--- src/hdl/wsa_pkg.sv ---
// Shared types and constants for the windowed statistics block.
// Holds field widths, reset values, register codes, the controller state
// type and the command and status words. No dependencies.
package wsa_pkg;

  localparam int unsigned WINDOW_DEPTH_DEF = 61;

  localparam int unsigned CPU_W  = 14;
  localparam int unsigned MEM_W  = 40;
  localparam int unsigned IOIN_W = 34;
  localparam int unsigned IO_W   = 36;
  localparam int unsigned STEP_W = 31;
  localparam int unsigned CFG_IDX_W  = 3;
  localparam int unsigned CFG_DATA_W = 40;

  localparam logic [MEM_W-1:0]  MEM_START_RST = 40'd104857600;
  localparam logic [STEP_W-1:0] MEM_STEP_RST  = 31'd10485760;
  localparam logic [IO_W-1:0]   IO_START_RST  = 36'd1048576;
  localparam logic [STEP_W-1:0] IO_STEP_RST   = 31'd1048576;

  // Configuration register indexes.
  typedef enum logic [CFG_IDX_W-1:0] {
    CFG_MEM_START = 3'd0,
    CFG_MEM_STEP  = 3'd1,
    CFG_IO_START  = 3'd2,
    CFG_IO_STEP   = 3'd3
  } cfg_reg_e;

  // Controller states.
  typedef enum logic [2:0] {
    ST_IDLE,
    ST_SUM,
    ST_DRAIN,
    ST_DIV_START,
    ST_DIV_WAIT,
    ST_DONE
  } state_e;

  // Commands from the controller to the datapath.
  typedef struct packed {
    logic accept;
    logic sum_step;
    logic div_start;
    logic finish;
  } cmd_t;

  // Status from the datapath to the controller.
  typedef struct packed {
    logic sum_last;
    logic div_busy;
  } status_t;

endpackage

--- src/hdl/wsa_ctrl.sv ---
// Controller for the windowed statistics block.
// Sequences accept, window sum, divide and result; uses wsa_pkg.
module wsa_ctrl (
  input  logic             clk_i,
  input  logic             rst_ni,
  input  logic             in_valid_i,
  output logic             in_ready_o,
  output logic             out_valid_o,
  input  logic             out_ready_i,
  input  wsa_pkg::status_t status_i,
  output wsa_pkg::cmd_t    cmd_o
);
  import wsa_pkg::*;

  state_e state_q, state_d;
  logic   out_valid_q, out_valid_d;
  logic   out_free;

  assign out_free = !out_valid_q || out_ready_i;

  // Next state.
  always_comb begin
    state_d = state_q;
    unique case (state_q)
      ST_IDLE:      if (in_valid_i) state_d = ST_SUM;
      ST_SUM:       if (status_i.sum_last) state_d = ST_DRAIN;
      ST_DRAIN:     state_d = ST_DIV_START;
      ST_DIV_START: state_d = ST_DIV_WAIT;
      ST_DIV_WAIT:  if (!status_i.div_busy) state_d = ST_DONE;
      ST_DONE:      if (out_free) state_d = ST_IDLE;
      default:      state_d = ST_IDLE;
    endcase
  end

  // Outputs and commands.
  always_comb begin
    cmd_o = '0;
    in_ready_o = 1'b0;
    out_valid_d = out_valid_q && !out_ready_i;
    unique case (state_q)
      ST_IDLE: begin
        in_ready_o = 1'b1;
        cmd_o.accept = in_valid_i;
      end
      ST_SUM:       cmd_o.sum_step = 1'b1;
      ST_DIV_START: cmd_o.div_start = 1'b1;
      ST_DONE: begin
        if (out_free) begin
          cmd_o.finish = 1'b1;
          out_valid_d = 1'b1;
        end
      end
      default: ;
    endcase
  end

  always_ff @(posedge clk_i or negedge rst_ni) begin
    if (!rst_ni) begin
      state_q     <= ST_IDLE;
      out_valid_q <= 1'b0;
    end else begin
      state_q     <= state_d;
      out_valid_q <= out_valid_d;
    end
  end

  assign out_valid_o = out_valid_q;

endmodule

--- config.mk ---
export PLATFORM = sky130hd
export DESIGN_NAME = wsa_ctrl
export DESIGN_NICKNAME = d
export VERILOG_FILES = /design/src/hdl/wsa_pkg.sv /design/src/hdl/wsa_ctrl.sv
export SDC_FILE = /design/constraint.sdc
export NUM_CORES = 1
export LEC_CHECK = 0
export BUFFER_PORTS_ARGS = -buffer_cell sky130_fd_sc_hd__buf_2
export CAP_MARGIN = 10
export CORE_AREA = 2 2 39 41
export DETAILED_ROUTE_END_ITERATION = 7
export DIE_AREA = 0 0 41 43
export MAX_ROUTING_LAYER = met4
export SYNTH_ARGS = -nofsm -noshare
export SYNTH_HDL_FRONTEND = slang
export SYNTH_SLANG_ARGS = --single-unit
--- constraint.sdc ---
create_clock -name clk_i -period 1.23 [get_ports clk_i]
set_clock_uncertainty 0.2 [all_clocks]
set_input_delay 0.1845 -clock clk_i [delete_from_list [all_inputs] [get_ports clk_i]]
set_output_delay 0.1845 -clock clk_i [all_outputs]
set_load 0.03 [all_outputs]
# Word level (Yosys, flattened, before mapping)
# Index checks and enable logic that the tools add are counted.
word_totals:
  register_bits: 4
  inputBits: 6
  out_inout_bits: 6
  elab_cells: 30
classes:
  eq_ne: 9
  muxes: 13
  reduce_logical: 6
ops:
  columns: ["cell", "count"]
  rows:
  - ["$pmux W3 S6", 1]
  - ["$mux W3", 4]
  - ["$mux W1", 8]
  - ["$ne A2 B2 Y1 const B", 4]
  - ["$eq A3 B2 Y1 const B", 2]
  - ["$eq A3 B3 Y1 const B", 2]
  - ["$reduce_and A4 Y1", 1]
  - ["$eq A3 B1 Y1 const B", 1]
  - ["$logic_not A3 Y1", 1]
  - ["$logic_not A1 Y1", 2]
  - ["$logic_and A1 B1 Y1", 1]
  - ["$logic_or A1 B1 Y1", 1]

# Logic depth before layout (Yosys ltp)
logic_depth:
  word_depth: 4
  mapped_depth: 4
  mapped_depth_nobuf: 3

# Worst setup path before layout
# Ideal clock, no wire load.
synth_timing:
  kind: "register to output"
  startpoint: "register state_q[2]"
  endpoint: "output cmd_o[3] (netlist name)"
  arrival_ps: 1644
  t_required_ps: 846
  path_slack_ps: -799
  path_stages_with_launch: 4
  n_path_buf: 1
  path_cell_list: "dfrtp_1 -> buf_2 -> nor3_1 -> and2_1"
synth_rtl:
  columns: ["item", "line", "rtl"]
  rows:
  - ["from (decl)", "wsa_ctrl.sv:15", "state_e state_q, state_d;"]
  - ["from (signal assigned)", "wsa_ctrl.sv:62", "state_q <= state_d;"]
  - ["to (decl)", "wsa_ctrl.sv:11", "output wsa_pkg::cmd_t cmd_o"]

==> metrics.yaml <==
drive_gt1_share_pct: 72.4
combPwrFrac_pct: 67.1
critical_path_class: "reg2out"
ys_seq_area_share_pct: 42.8
setup_viol: 8
cts_tree: "done"
avgRoutedWirePerCell_um: 9.65
clock-sinks: 4
p_leak_nw: 0.266
die_w_um: 41
power_switching_uw: 606
rsz0062_at_grt: "true"
finalInstanceArea_um2: 543
multi_input_area_um2: 181
die_h_um: 43
worst-slew-pin-transition_ns: 0.177
hold_class: "in2reg"
maxSlewHeadroom_pct: 88.2
vias_per_cell: 4.16
post-place-cells: 59
layout_setup_ws_ns: -0.327
final_max_slew_viol_count: 0
drv_cap: 0
core_area_mm2: 0.00138
ir_worst_vdd_mv: 0.822
finalWirelength_um: 714
initial_core_util_pct: 16.9
seq_area_um2: 105
antenna_found_initial: 0
layout.nets: 65
grt_pass1_wl_um: 1160
grt_pass1_vias: 303
synthCells: 29
area_growth_pct: 132
nFillCells: 143
swShare_pct: 40.8
io_pins: 12
finalCritPeriodShare_pct: 127
busiest_layer: "met2"
fp.dieArea_mm2: 0.00176
internal_power_uw: 882
htree_num_levels: 1
violations: "negative setup slack"
grtUsageTotal_pct: 10.1
grt.met3_usage_pct: 1.57
synth_area_um2: 234
finalHoldViolCount: 0
grtUsageMet2_pct: 15.3
clk_latency_ns: 0.23
async_flop_share_pct: 100
worst_hold_slack_ns: 0.0568
worst_setup_path_start_kind: "flip-flop"
post-dp-hpwl_um: 476
ys_warn_count: 0
cts_root_buffer: "clkbuf_4"
crit_required_ns: 0.85
yosys_most_used_dff: "dfrtp_1"
grt_overflow_total: 0
power_frac_seq_pct: 20.9
drc: 0
p_per_area_mw_per_mm2: 2740
firstDrtPassIters: 2
clkPwrFrac_pct: 12.0
route.vias.total: 308
final_cell_mix: "buf_4 (14), buf_2 (5), buf_6 (5)"
gp_congestion: 0.728
max_freq_mhz: 642
first_iter_violations: 1
netlist-cell-type-count: 15
fin_crit_ns: 1.56
crit_path_end_kind: "primary output"
critPathArrivalTime_ns: 1.17
max-clock-path-buffers: 2
antenna_left: 0
worstPathMaxFanout: 6
synthesis.nets: 35
status: "finished, violations left"
num_antenna_cells: 0
synth_area_per_cell_um2: 8.07
final_common_cell: "buf_4"
grt_max_degree: 8
dpl-instance-area_um2: 364
final_cells: 74
port_buffers: 11
synth_edf_count: 0
clk_pin_slew_ns: 0.04
numCtsBuffers: 3
synth-seq-cells: 4
core.rowCount: 14
grt_use_met1_pct: 11.1
dpl_worst_slack_ns: -0.198
## state kept, by name, indices dropped and copies added (netlist names)
signal and count:
out_valid_o 1, state_q 3
## path summary, 6_finish.rpt
check                      slack (ns)  cells past startpoint     endpoint   startpoint
setup / recovery                -0.33                      4     cmd_o[0]   state_q[1]
hold / removal                   0.06                      3  out_valid_o  out_ready_i
setup reg to reg                -0.13                      6   state_q[1]   state_q[0]
hold reg to reg                  0.39                      1   state_q[2]   state_q[2]
max in group asynchronous        0.61                      2  out_valid_o       rst_ni
min in group asynchronous        0.08                      2   state_q[0]       rst_ni
## kinds of logic (layout without fill, tap and decap cells)
| family | after synthesis | count (layout) | synth area share [%] |
|---|---|---|---|
| buffers and inverters | 2 | 31 | 3.74 |
| DFF | 4 | 4 | 42.8 |
| AOI/OAI and AO/OA | 7 | 7 | 18.7 |
| and+or+nand+nor | 16 | 16 | 34.8 |
## per-layer routing
metal,vias up,share of wire [%]
met5,-,0
met2,5,56
li1,157,-
met3,0,2.5
met1,146,41
met4,0,0
## critical path, stage by stage, from the launching register on
cell and delay (ns):
dfrtp_2 0.46, nor2b_4 0.14, nand2_2 0.07, a21oi_4 0.12, buf_6 0.14
## layout make-up
type,instances,share of cell area [%]
Inverter,1,0.691
Multi-Input combinational cell,23,33.4
Sequential cell,4,19.4
Clock buffer,4,4.84
Tap cell,16,3.69
Timing Repair Buffer,26,38.0
## power groups by stage
stage | registers, mW | clock network, mW | logic [mW]
after floorplan | 0.288 | 0 | 0.426
after global placement | 0.295 | 0 | 0.626
after detailed placement | 0.297 | 0 | 0.630
after CTS | 0.304 | 0.188 | 0.852
after global routing | 0.323 | 0.194 | 1.07
final | 0.311 | 0.178 | 0.998
## stage by stage
stage	utilization, %	TNS, ns	total power [mW]
CTS	35.3	-1.74	1.34
global placement	26.3	-0.503	0.920
global route	39.2	-2.23	1.59
floorplan	-	-0.602	0.714
finish	39.2	-1.74	1.49
detailed placement	26.3	-0.526	0.927
## cell usage after synthesis (3+ instances only)
cell type | number | area share [%]
a21oi_1 | 3 | 6.4
nor2b_1 | 3 | 8.0
nor2_1 | 3 | 4.8
dfrtp_1 | 4 | 43
nand2b_1 | 3 | 8.0
nand2_1 | 4 | 6.4
## what timing repair did
| item | CTS | global route |
|---|---|---|
| setup buffers | 5 | 4 |
| setup endpoints to repair | 7 | 10 |
| pin swaps | 2 | 4 |
| hold buffers | 2 | 0 |
| hold endpoints to repair | 5 | 0 |
| resized for setup | 13 | 8 |
Note: power is estimated with default switching activity, not from simulation.
